===== src/rtl/mfsp_pkg.sv =====
// Package: shared types and constants for the MIDI file stream parser.
`default_nettype none
package mfsp_pkg;

	localparam int MaxVlqBytes = 4;

	typedef enum logic [2:0] {
		K_HEADER  = 3'd0,
		K_TRK_ST  = 3'd1,
		K_CHAN    = 3'd2,
		K_SYS_ST  = 3'd3,
		K_PAYLOAD = 3'd4,
		K_TRK_END = 3'd5,
		K_DONE    = 3'd6,
		K_ERROR   = 3'd7
	} kind_t;

	typedef enum logic [2:0] {
		E_NONE     = 3'd0,
		E_BAD_MTHD = 3'd1,
		E_SHORT    = 3'd2,
		E_BAD_MTRK = 3'd3,
		E_NO_RS    = 3'd4,
		E_BAD_ST   = 3'd5,
		E_LONG_NUM = 3'd6,
		E_EARLY    = 3'd7
	} err_t;

	typedef enum logic [4:0] {
		PH_HDR_ID, PH_HDR_LEN, PH_HDR_FMT, PH_HDR_NTRK, PH_HDR_DIV, PH_HDR_SKIP,
		PH_TRK_ID, PH_TRK_LEN, PH_DELTA, PH_STATUS, PH_DATA1, PH_DATA2,
		PH_META_TYPE, PH_SYS_LEN, PH_PAYLOAD, PH_EOT_SKIP, PH_DONE, PH_ERROR
	} phase_t;

	localparam logic [31:0] IdMthd = 32'h4D546864;
	localparam logic [31:0] IdMtrk = 32'h4D54726B;
	localparam logic [7:0] MetaEot = 8'h2F;
	localparam logic [8:0] NegOne9 = 9'h1FF;

	// One result record, packed with the first field in the highest bits
	typedef struct packed {
		logic [2:0]  error_code;
		logic [15:0] header_format;
		logic [15:0] track_number;
		logic [31:0] length;
		logic [8:0]  aux;
		logic [8:0]  data2;
		logic [7:0]  data1;
		logic [4:0]  channel;
		logic [7:0]  status;
		logic [31:0] tick;
	} rec_t;

	localparam int RecW = $bits(rec_t);
	localparam int OutW = ((RecW + 7) / 8) * 8;

	// Up to two results caused by one request
	typedef struct packed {
		logic  two;
		kind_t k0;
		rec_t  r0;
		kind_t k1;
		rec_t  r1;
	} res_pair_t;

endpackage
`default_nettype wire


===== src/rtl/mfsp_decode.sv =====
// Decode stage: parser state and per-byte result generation.
`default_nettype none
module mfsp_decode (
	input  wire logic               clk,
	input  wire logic               arst_n,
	input  wire logic               fire,
	input  wire logic               eos,
	input  wire logic [7:0]         b,
	output logic                    has_res,
	output mfsp_pkg::res_pair_t     res
);
	import mfsp_pkg::*;

	phase_t      ph_q, ph_n;
	logic [2:0]  cnt_q, cnt_n;
	logic [31:0] acc_q, acc_n;
	logic [31:0] skip_q, skip_n;
	logic [15:0] ntrk_q, ntrk_n, cur_q, cur_n, fmt_q, fmt_n;
	logic [31:0] tick_q, tick_n;
	logic [7:0]  rs_q, rs_n, d1_q, d1_n;
	logic [8:0]  meta_q, meta_n;

	logic [2:0]  cnt_inc;
	logic [31:0] acc_fix, acc_vlq, skip_dec;
	logic        two_p;
	int          n;
	kind_t       ks [2];
	rec_t        rs [2];

	assign cnt_inc  = cnt_q + 3'd1;
	assign acc_fix  = {acc_q[23:0], b};
	assign acc_vlq  = {acc_q[24:0], b[6:0]};
	assign skip_dec = skip_q - 32'd1;
	assign two_p    = (rs_q[7:4] != 4'hC) && (rs_q[7:4] != 4'hD);

	// Next state and results for one request
	always_comb begin
		ph_n = ph_q; cnt_n = cnt_q; acc_n = acc_q; skip_n = skip_q;
		ntrk_n = ntrk_q; cur_n = cur_q; fmt_n = fmt_q; tick_n = tick_q;
		rs_n = rs_q; d1_n = d1_q; meta_n = meta_q;
		n = 0;
		ks[0] = K_HEADER; ks[1] = K_HEADER;
		rs[0] = '0; rs[1] = '0;
		if (ph_q != PH_DONE && ph_q != PH_ERROR) begin
			if (eos) begin
				ks[0] = K_ERROR; rs[0].error_code = E_EARLY; n = 1;
				ph_n = PH_ERROR;
			end else begin
				case (ph_q)
					PH_HDR_ID, PH_HDR_LEN, PH_HDR_FMT, PH_HDR_NTRK, PH_HDR_DIV,
					PH_TRK_ID, PH_TRK_LEN: begin
						acc_n = acc_fix; cnt_n = cnt_inc;
						if ((cnt_inc == 3'd4 && (ph_q == PH_HDR_ID || ph_q == PH_HDR_LEN
							|| ph_q == PH_TRK_ID || ph_q == PH_TRK_LEN))
							|| (cnt_inc == 3'd2 && (ph_q == PH_HDR_FMT
							|| ph_q == PH_HDR_NTRK || ph_q == PH_HDR_DIV))) begin
							cnt_n = '0; acc_n = '0;
							case (ph_q)
								PH_HDR_ID: begin
									if (acc_fix != IdMthd) begin
										ks[0] = K_ERROR; rs[0].error_code = E_BAD_MTHD;
										n = 1; ph_n = PH_ERROR;
									end else ph_n = PH_HDR_LEN;
								end
								PH_HDR_LEN: begin
									if (acc_fix < 32'd6) begin
										ks[0] = K_ERROR; rs[0].error_code = E_SHORT;
										n = 1; ph_n = PH_ERROR;
									end else begin
										skip_n = acc_fix - 32'd6; ph_n = PH_HDR_FMT;
									end
								end
								PH_HDR_FMT: begin
									fmt_n = acc_fix[15:0]; ph_n = PH_HDR_NTRK;
								end
								PH_HDR_NTRK: begin
									ntrk_n = acc_fix[15:0]; ph_n = PH_HDR_DIV;
								end
								PH_HDR_DIV: begin
									ks[0] = K_HEADER;
									rs[0].length = {16'd0, acc_fix[15:0]};
									rs[0].track_number = ntrk_q;
									rs[0].header_format = fmt_q;
									n = 1;
									if (skip_q == '0) begin
										if (cur_q == ntrk_q) begin
											ks[1] = K_DONE; n = 2; ph_n = PH_DONE;
										end else begin
											cur_n = cur_q + 16'd1; ph_n = PH_TRK_ID;
										end
									end else ph_n = PH_HDR_SKIP;
								end
								PH_TRK_ID: begin
									if (acc_fix != IdMtrk) begin
										ks[0] = K_ERROR; rs[0].error_code = E_BAD_MTRK;
										n = 1; ph_n = PH_ERROR;
									end else ph_n = PH_TRK_LEN;
								end
								default: begin
									tick_n = '0; rs_n = '0;
									ks[0] = K_TRK_ST; rs[0].length = acc_fix;
									rs[0].track_number = cur_q; n = 1;
									ph_n = PH_DELTA;
								end
							endcase
						end
					end
					PH_HDR_SKIP: begin
						skip_n = skip_dec;
						if (skip_dec == '0) begin
							cnt_n = '0; acc_n = '0;
							if (cur_q == ntrk_q) begin
								ks[0] = K_DONE; n = 1; ph_n = PH_DONE;
							end else begin
								cur_n = cur_q + 16'd1; ph_n = PH_TRK_ID;
							end
						end
					end
					PH_DELTA, PH_SYS_LEN: begin
						acc_n = acc_vlq; cnt_n = cnt_inc;
						if (b[7] && cnt_inc >= 3'(MaxVlqBytes)) begin
							ks[0] = K_ERROR; rs[0].error_code = E_LONG_NUM; n = 1;
							ph_n = PH_ERROR; cnt_n = '0; acc_n = '0;
						end else if (!b[7]) begin
							cnt_n = '0; acc_n = '0;
							if (ph_q == PH_DELTA) begin
								tick_n = tick_q + acc_vlq; ph_n = PH_STATUS;
							end else begin
								skip_n = acc_vlq;
								if (meta_q == {1'b0, MetaEot}) begin
									if (acc_vlq == '0) begin
										ks[0] = K_TRK_END; rs[0].tick = tick_q;
										rs[0].track_number = cur_q; n = 1;
										if (cur_q == ntrk_q) begin
											ks[1] = K_DONE; n = 2; ph_n = PH_DONE;
										end else begin
											cur_n = cur_q + 16'd1; ph_n = PH_TRK_ID;
										end
									end else ph_n = PH_EOT_SKIP;
								end else begin
									ks[0] = K_SYS_ST; rs[0].tick = tick_q;
									rs[0].status = rs_q; rs[0].aux = meta_q;
									rs[0].track_number = cur_q; rs[0].length = acc_vlq;
									n = 1;
									if (acc_vlq == '0) begin
										rs_n = '0; ph_n = PH_DELTA;
									end else ph_n = PH_PAYLOAD;
								end
							end
						end
					end
					PH_STATUS, PH_DATA1, PH_DATA2: begin
						if (ph_q == PH_STATUS && b[7]) begin
							rs_n = b; meta_n = NegOne9;
							if (b == 8'hFF) ph_n = PH_META_TYPE;
							else if (b == 8'hF0 || b == 8'hF7) ph_n = PH_SYS_LEN;
							else if (b > 8'hF0) begin
								ks[0] = K_ERROR; rs[0].error_code = E_BAD_ST; n = 1;
								ph_n = PH_ERROR;
							end else ph_n = PH_DATA1;
						end else if (ph_q == PH_STATUS && rs_q == '0) begin
							ks[0] = K_ERROR; rs[0].error_code = E_NO_RS; n = 1;
							ph_n = PH_ERROR;
						end else if (ph_q != PH_DATA2 && two_p) begin
							d1_n = b; ph_n = PH_DATA2;
						end else begin
							ks[0] = K_CHAN; rs[0].tick = tick_q;
							rs[0].status = {rs_q[7:4], 4'h0};
							rs[0].channel = {1'b0, rs_q[3:0]} + 5'd1;
							rs[0].data1 = (ph_q == PH_DATA2) ? d1_q : b;
							rs[0].data2 = (ph_q == PH_DATA2) ? {1'b0, b} : NegOne9;
							rs[0].track_number = cur_q; n = 1;
							ph_n = PH_DELTA;
						end
					end
					PH_META_TYPE: begin
						meta_n = {1'b0, b}; ph_n = PH_SYS_LEN;
					end
					PH_PAYLOAD: begin
						ks[0] = K_PAYLOAD; rs[0].tick = tick_q; rs[0].status = rs_q;
						rs[0].aux = meta_q; rs[0].track_number = cur_q;
						rs[0].data1 = b; n = 1;
						skip_n = skip_dec;
						if (skip_dec == '0) begin
							rs_n = '0; ph_n = PH_DELTA;
						end
					end
					PH_EOT_SKIP: begin
						skip_n = skip_dec;
						if (skip_dec == '0) begin
							ks[0] = K_TRK_END; rs[0].tick = tick_q;
							rs[0].track_number = cur_q; n = 1;
							if (cur_q == ntrk_q) begin
								ks[1] = K_DONE; n = 2; ph_n = PH_DONE;
							end else begin
								cur_n = cur_q + 16'd1; ph_n = PH_TRK_ID;
							end
						end
					end
					default: ph_n = PH_ERROR;
				endcase
			end
		end
		has_res   = (n != 0);
		res.two   = (n == 2);
		res.k0    = ks[0];
		res.r0    = rs[0];
		res.k1    = ks[1];
		res.r1    = rs[1];
	end

	// Hold parser state; advance on each accepted request
	always_ff @(posedge clk or negedge arst_n) begin
		if (!arst_n) begin
			ph_q <= PH_HDR_ID; cnt_q <= '0; acc_q <= '0; skip_q <= '0;
			ntrk_q <= '0; cur_q <= '0; fmt_q <= '0; tick_q <= '0;
			rs_q <= '0; d1_q <= '0; meta_q <= NegOne9;
		end else if (fire) begin
			ph_q <= ph_n; cnt_q <= cnt_n; acc_q <= acc_n; skip_q <= skip_n;
			ntrk_q <= ntrk_n; cur_q <= cur_n; fmt_q <= fmt_n; tick_q <= tick_n;
			rs_q <= rs_n; d1_q <= d1_n; meta_q <= meta_n;
		end
	end

endmodule
`default_nettype wire


===== src/rtl/mfsp_out.sv =====
// Output stage: result register that emits zero, one or two records per request.
`default_nettype none
module mfsp_out (
	input  wire logic                       clk,
	input  wire logic                       arst_n,
	input  wire logic                       load,
	input  wire logic                       has_res,
	input  wire mfsp_pkg::res_pair_t        res,
	output logic                            free,
	output logic                            m_tvalid,
	input  wire logic                       m_tready,
	output logic [mfsp_pkg::OutW-1:0]       m_tdata,
	output logic [2:0]                      m_tuser,
	output logic                            m_tlast
);
	import mfsp_pkg::*;

	logic [1:0]  cnt_q;
	res_pair_t   buf_q;
	logic        take;

	assign take     = m_tvalid && m_tready;
	// Accept a new request once the final held record leaves
	assign free     = (cnt_q == 2'd0) || (cnt_q == 2'd1 && take);
	assign m_tvalid = (cnt_q != 2'd0);
	assign m_tuser  = (cnt_q == 2'd2) ? buf_q.k0 : (buf_q.two ? buf_q.k1 : buf_q.k0);
	assign m_tlast  = (cnt_q == 2'd1);
	assign m_tdata  = OutW'((cnt_q == 2'd2 || !buf_q.two) ? buf_q.r0 : buf_q.r1);

	// Hold records until the receiver takes them
	always_ff @(posedge clk or negedge arst_n) begin
		if (!arst_n) begin
			cnt_q <= '0;
		end else if (load) begin
			cnt_q <= has_res ? (res.two ? 2'd2 : 2'd1) : 2'd0;
		end else if (take) begin
			cnt_q <= cnt_q - 2'd1;
		end
	end

	always_ff @(posedge clk) begin
		if (load && has_res) buf_q <= res;
	end

endmodule
`default_nettype wire


===== src/rtl/midi_file_stream_parser_top.sv =====
// Top level of the MIDI file stream parser.
// Usage: file bytes enter on the s_ channel, one request per byte;
// s_tuser = 1 marks end of stream (byte ignored). Each request is decoded
// in the same cycle it is accepted and yields zero, one or two result
// records, held in an output register and sent on the m_ channel.
// m_tuser carries the record kind, m_tlast marks the final record of a
// request, m_tdata carries the remaining fields.
// m_tvalid rises in the cycle after a request that yields a record is accepted.
// One byte per cycle while each byte yields at most one record and the
// receiver is ready; a byte yielding two records holds the next byte off
// until both leave the single output register, one record per cycle.
// When the receiver stalls, s_tready drops as soon as the output register
// holds a record; otherwise a new byte is taken in the same cycle the last
// record leaves.
// Reset clears the parser to expect the header chunk and empties the output.
// After done or an error every byte is accepted and dropped until reset.
`default_nettype none
module midi_file_stream_parser_top (
	input  wire logic        clk,
	input  wire logic        arst_n,
	input  wire logic        s_tvalid,
	output logic             s_tready,
	input  wire logic [7:0]  s_tdata,   // byte_in
	input  wire logic        s_tuser,   // req_type
	output logic             m_tvalid,
	input  wire logic        m_tready,
	output logic [mfsp_pkg::OutW-1:0] m_tdata, // tick, status, channel, data1, data2,
	                                           // aux, length, track_number,
	                                           // header_format, error_code
	output logic [2:0]       m_tuser,   // kind
	output logic             m_tlast    // last
);
	import mfsp_pkg::*;

	logic      fire, has_res, free;
	res_pair_t res;

	assign s_tready = free;
	assign fire     = s_tvalid && free;

	mfsp_decode u_dec (
		.clk(clk), .arst_n(arst_n), .fire(fire), .eos(s_tuser), .b(s_tdata),
		.has_res(has_res), .res(res)
	);

	mfsp_out u_out (
		.clk(clk), .arst_n(arst_n), .load(fire), .has_res(has_res), .res(res),
		.free(free), .m_tvalid(m_tvalid), .m_tready(m_tready),
		.m_tdata(m_tdata), .m_tuser(m_tuser), .m_tlast(m_tlast)
	);

endmodule
`default_nettype wire

===== config.mk =====
export PLATFORM = sky130hd
export DESIGN_NAME = midi_file_stream_parser_top
export DESIGN_NICKNAME = d
export VERILOG_FILES = /design/src/rtl/mfsp_pkg.sv /design/src/rtl/mfsp_decode.sv /design/src/rtl/mfsp_out.sv /design/src/rtl/midi_file_stream_parser_top.sv
export SDC_FILE = /design/constraint.sdc
export NUM_CORES = 1
export LEC_CHECK = 0
export BUFFER_PORTS_ARGS = -buffer_cell sky130_fd_sc_hd__buf_2
export CAP_MARGIN = 10
export CORE_MARGIN = 2
export CORE_UTILIZATION = 40
export CTS_CLUSTER_DIAMETER = 150
export DETAILED_ROUTE_END_ITERATION = 8
export PLACE_DENSITY_LB_ADDON = 0.2
export SYNTH_ARGS = -nofsm -noshare
export SYNTH_HDL_FRONTEND = slang
export SYNTH_HIERARCHICAL = 1
export SYNTH_SLANG_ARGS = --single-unit

===== constraint.sdc =====
create_clock -name clk -period 18.6 [get_ports clk]
set_input_delay 1.86 -clock clk [delete_from_list [all_inputs] [get_ports clk]]
set_output_delay 1.86 -clock clk [all_outputs]
set_load 0.02 [all_outputs]

# Word level (Yosys, flattened, before mapping)
# Cells that the tools add are included.
# word_totals
register_bits	317
latch_bits	0
mem_bits_rw	0
rom_bits	0
out_inout_bits	150
elab_cells	324
n_memories	0
# classes
n_addsub	7
multipliers	0
div	0
magnitude_cmp	3
n_eq_ne	53
shift	0
n_mux	169
bitwise	8
reduce_logical	59
# ops
op	count
two-way mux 32 bit	28
two-way mux 16 bit	17
case mux 32 bit (6 select lines)	1
two-way mux 57 bit	3
case mux 32 bit (5 select lines)	1
two-way mux 53 bit	3
two-way mux 138 bit	1
case mux 32 bit (2 select lines)	2
case mux 32 bit (4 select lines)	1
two-way mux 40 bit	3
two-way mux 25 bit	4
zero test 32 bit	3
case mux 32 bit (3 select lines)	1
case mux 48 bit (2 select lines)	1
two-way mux 5 bit	19
two-way mux 3 bit	31
two-way mux 8 bit	11
case mux 16 bit (5 select lines)	1
case mux 25 bit (3 select lines)	1
two-way mux 67 bit	1
inequality test 32 x 31 -> 1 bit, second input constant	2
case mux 5 bit (6 select lines)	2
case mux 16 bit (3 select lines)	1
two-way mux 41 bit	1
63 further kinds	160

# Logic depth before layout (Yosys ltp)
# logic_depth
ltp_word	14
mapped_depth	14

# Hierarchy
# The synthesis kept the hierarchy.
# by_module_without_submodules
mod	instances	cells_per_inst	area_each_um2	seq_area_each_um2
mfsp_decode	1	1766	14056.0	4265.3
mfsp_out	1	467	10800.4	8548.2
midi_file_stream_parser_top	1	1	6.3	0.0

# Worst setup path after synthesis
# OpenSTA, ideal clock, no wires.
# synth_timing
path_kind	in2reg
start	input s_tdata[2]
end	register u_out/buf_q[0] (netlist name)
arrival_time_ps	9599
path_slack_ps	8367
path_stages	12
n_path_buf	1
cell_sequence	clkbuf_1 -> a211o_1 -> nor4_1 -> nand4_1 -> nor3_1 -> nor3_1 -> o21ai_0 -> a2111oi_0 -> a21oi_1 -> or2_2 -> nand2_1 -> inv_1
# synth_lines
element	line_no	source
from (decl)	midi_file_stream_parser_top.sv:23	input wire logic [7:0] s_tdata,

==> reports/summary.txt <==
Worst vdd ir -> 68.3 uV
Layout Cell Area excl Fill -> 27,700 um^2
Tot GR Track Use -> 20.6%
Internal -> 0.00200 W
Sequential area share after synthesis -> 51.5%
GPL Wtd Cong -> 0.927
Pwr dens -> 105 nW/um^2
Vias in the first global route -> 17,000
Delay of the slowest critical-path stage -> 0.97 ns
Leakage power -> 10.9 nW
Crit path DAT -> 7.08 ns
Post-synth top area cell -> edfxtp_1
Cell breakdown of the critical path -> nor4_1, nand3_2, nor4_1, xnor2_1, nand4b_1, or3b_1, nor2_1, a21oi_1, nor3b_1, or2_2, nand2_1, inv_8, buf_4, buf_4
Routed wire length per instance -> 20.7 um
Clk sink count -> 455
CTS Root Cell -> clkbuf_16
Area Overhead vs Synth -> 11.2%
Max Freq -> 146 MHz
Outcome -> complete, no violations
H-tree levels -> 2
Detailed Place HPWL -> 46,400 um
DRT iter0 DRCs -> 1,543
Clock skew -> 0.0169 ns
Share of the clock period used by the worst path -> 36.9%
Combinational power share -> 21.4%
Inserted Clock Buffers -> 50
Post-route DRC -> 0
Die width -> 253 um
Worst Tran Pin Value -> 1.15 ns
Synthesized instance count -> 2,234
EDFF count, synth -> 283
Clock network power share -> 37.3%
# Max-Cap Violations -> 0
Most frequent cells after synthesis -> edfxtp_1 (283), nor2_1 (166), dfrtp_1 (163), nand2_1 (155), buf_4 (146)
Synthesized area per cell -> 11.1 um^2
Count leader, synth -> edfxtp_1
RSZ-0062 raised after global routing -> no
Initial core utilization -> 40.4%
Post-DP Area -> 25,800 um^2
Final setup violation count -> 0
Hold depth -> 1
Number of setup buffers added after CTS -> 0
Register share of total power -> 41.3%
Synth Flop Type -> edfxtp_1
Yosys top cell area share -> 34.2%
Switching power -> 0.000897 W
Total design power -> 0.00290 W
Die area -> 64,200 um^2
Req. time, crit path -> 18.82 ns
R2R depth -> 14
Clock latency on the worst-skew pair -> 0.60 ns
Setup total negative slack -> 0 ns
Routed vias -> 17,100
Layout cell share with drive strength beyond 1 -> 21.2%
Clock Tree Buf Depth -> 3
Ranking of synthesized cells by area -> edfxtp_1 (34%), dfrtp_1 (16%), mux2_4 (5.4%), buf_4 (4.4%), mux2_2 (4.0%)
WP buf/inv -> 3
CTS Hold Bufs -> 0
Pin count of the biggest net entering global routing -> 101
Type of the most critical hold path -> reg2reg
Worst path slowest cell -> buf_4
Hold Vio Cnt, Final -> 0
Critical Setup Path Class -> reg2reg
Clock transition at path regs -> 0.06 ns
Warnings, synthesis -> 6
Crit path capture type -> register
Crit path depth -> 14
Max-slew headroom -> 22.9%
Distinct cells, synth -> 87
Slew Limit Fails -> 0
Final ANT Viol Nets -> 0
Fin crit period -> 6.86 ns
Net Sw Frac -> 31.0%
Async SR Flop Fraction -> 37.8%
CP top delay family -> simple AND/OR/NAND/NOR gates
Initial antenna violation count -> 1
Startpoint Class -> register
Total routed wirelength -> 66,500 um
IO buf count -> 156
Die height -> 253 um
First-pass GRT wire length -> 101,000 um
Core Rows -> 91
Post-Synthesis Cell Area -> 24,900 um^2
CP Max Fanout -> 92
Final nets -> 2,391
Post-CTS Resized -> 0
Top Ports -> 163
CTS tree -> done
Vias per cell -> 5.31
Total grt overflow -> 0
Drt first pass iters -> 5
Core area -> 61,600 um^2
Yosys reg bits -> 455
## power groups by stage
stage | Clock, W | Combinational (W) | Sequential [W]
6_report | 0.00108 | 0.000619 | 0.00120
4_1_cts | 0.00111 | 0.000617 | 0.00119
2_1_floorplan | 0 | 0.000462 | 0.00116
3_5_place_dp | 0 | 0.000614 | 0.00121
5_1_grt | 0.00115 | 0.000669 | 0.00120
3_3_place_gp | 0 | 0.000611 | 0.00121
## path summary, 6_finish.rpt
path | startpoint | endpoint | slack [ns]
max | u_dec/skip_q[9] | u_out/buf_q[115] | 11.74
min | u_dec/tick_q[31] | u_dec/tick_q[31] | 0.48
max reg2reg | u_dec/skip_q[9] | u_out/buf_q[115] | 11.74
min reg2reg | u_dec/tick_q[31] | u_dec/tick_q[31] | 0.48
max in group asynchronous | arst_n | u_dec/d1_q[3] | 15.60
min in group asynchronous | arst_n | u_dec/tick_q[26] | 1.37
## logic make-up after synthesis
group                      count (synthesis)  share of synthesized area [%]
DFF                                      455                           51.5
and+or+nand+nor                          673                           13.8
other                                      2                         0.0302
AOI/OAI and AO/OA                        462                           12.1
xor gates and xnor gates                  86                           3.03
adders and majority gates                 44                           2.24
buffers and inverters                    331                           7.66
muxes                                    181                           9.54
## registers in the layout, summed over array words and instances, names as in the netlist, 9 cells and up
| name | count |
|---|---|
| u_dec/acc_q | 25 |
| u_dec/cur_q | 16 |
| u_dec/skip_q | 32 |
| u_dec/ntrk_q | 16 |
| u_dec/fmt_q | 16 |
| u_dec/meta_q | 9 |
| u_out/buf_q | 283 |
| u_dec/tick_q | 32 |
## area by class of cell
type	instances	area, um^2
diodes	1	2.50
clock buffers	68	1420
clock inverters	26	380
fillers	5776	33900
inverters	37	146
multi-input cells	1591	10700
flip-flops and latches	455	12800
well taps	837	1050
repair buffers	199	1110
## layer usage
| layer | track usage, % | up-vias | routed length, um |
|---|---|---|---|
| li1 | - | 8115 | - |
| met1 | 26.8 | 8362 | 28700 |
| met2 | 34.9 | 462 | 32300 |
| met3 | 3.67 | 125 | 3540 |
| met4 | 6.53 | 0 | 1950 |
| met5 | 0 | - | 0 |
## stage by stage
| step | worst slack [ns] | hold WS [ns] | util, % | instances |
|---|---|---|---|---|
| finish | 11.74 | 0.479 | 44.9 | 3214 |
| floorplan | 8.37 | 0.439 | - | 2377 |
| CTS | 11.72 | 0.485 | 44.9 | 3213 |
| global route | 11.20 | 0.507 | 44.9 | 3213 |
| global placement | 11.25 | 0.459 | 42.0 | 3119 |
| detailed placement | 11.10 | 0.471 | 42.0 | 3119 |
## cells in the final DEF (no fill, tap or decap), types with 33 or more instances in the layout
master	count
a21oi_1	86
a22oi_1	45
and2_1	76
buf_2	155
buf_4	43
clkbuf_16	53
conb_1	145
dfrtp_1	163
edfxtp_1	283
ha_1	43
inv_1	36
mux2_2	88
mux2_4	90
nand2_1	155
nand3_1	33
nor2_1	164
nor3_1	49
o21ai_0	140
xnor2_1	61
No activity file was read; power rests on OpenSTA's default activity.
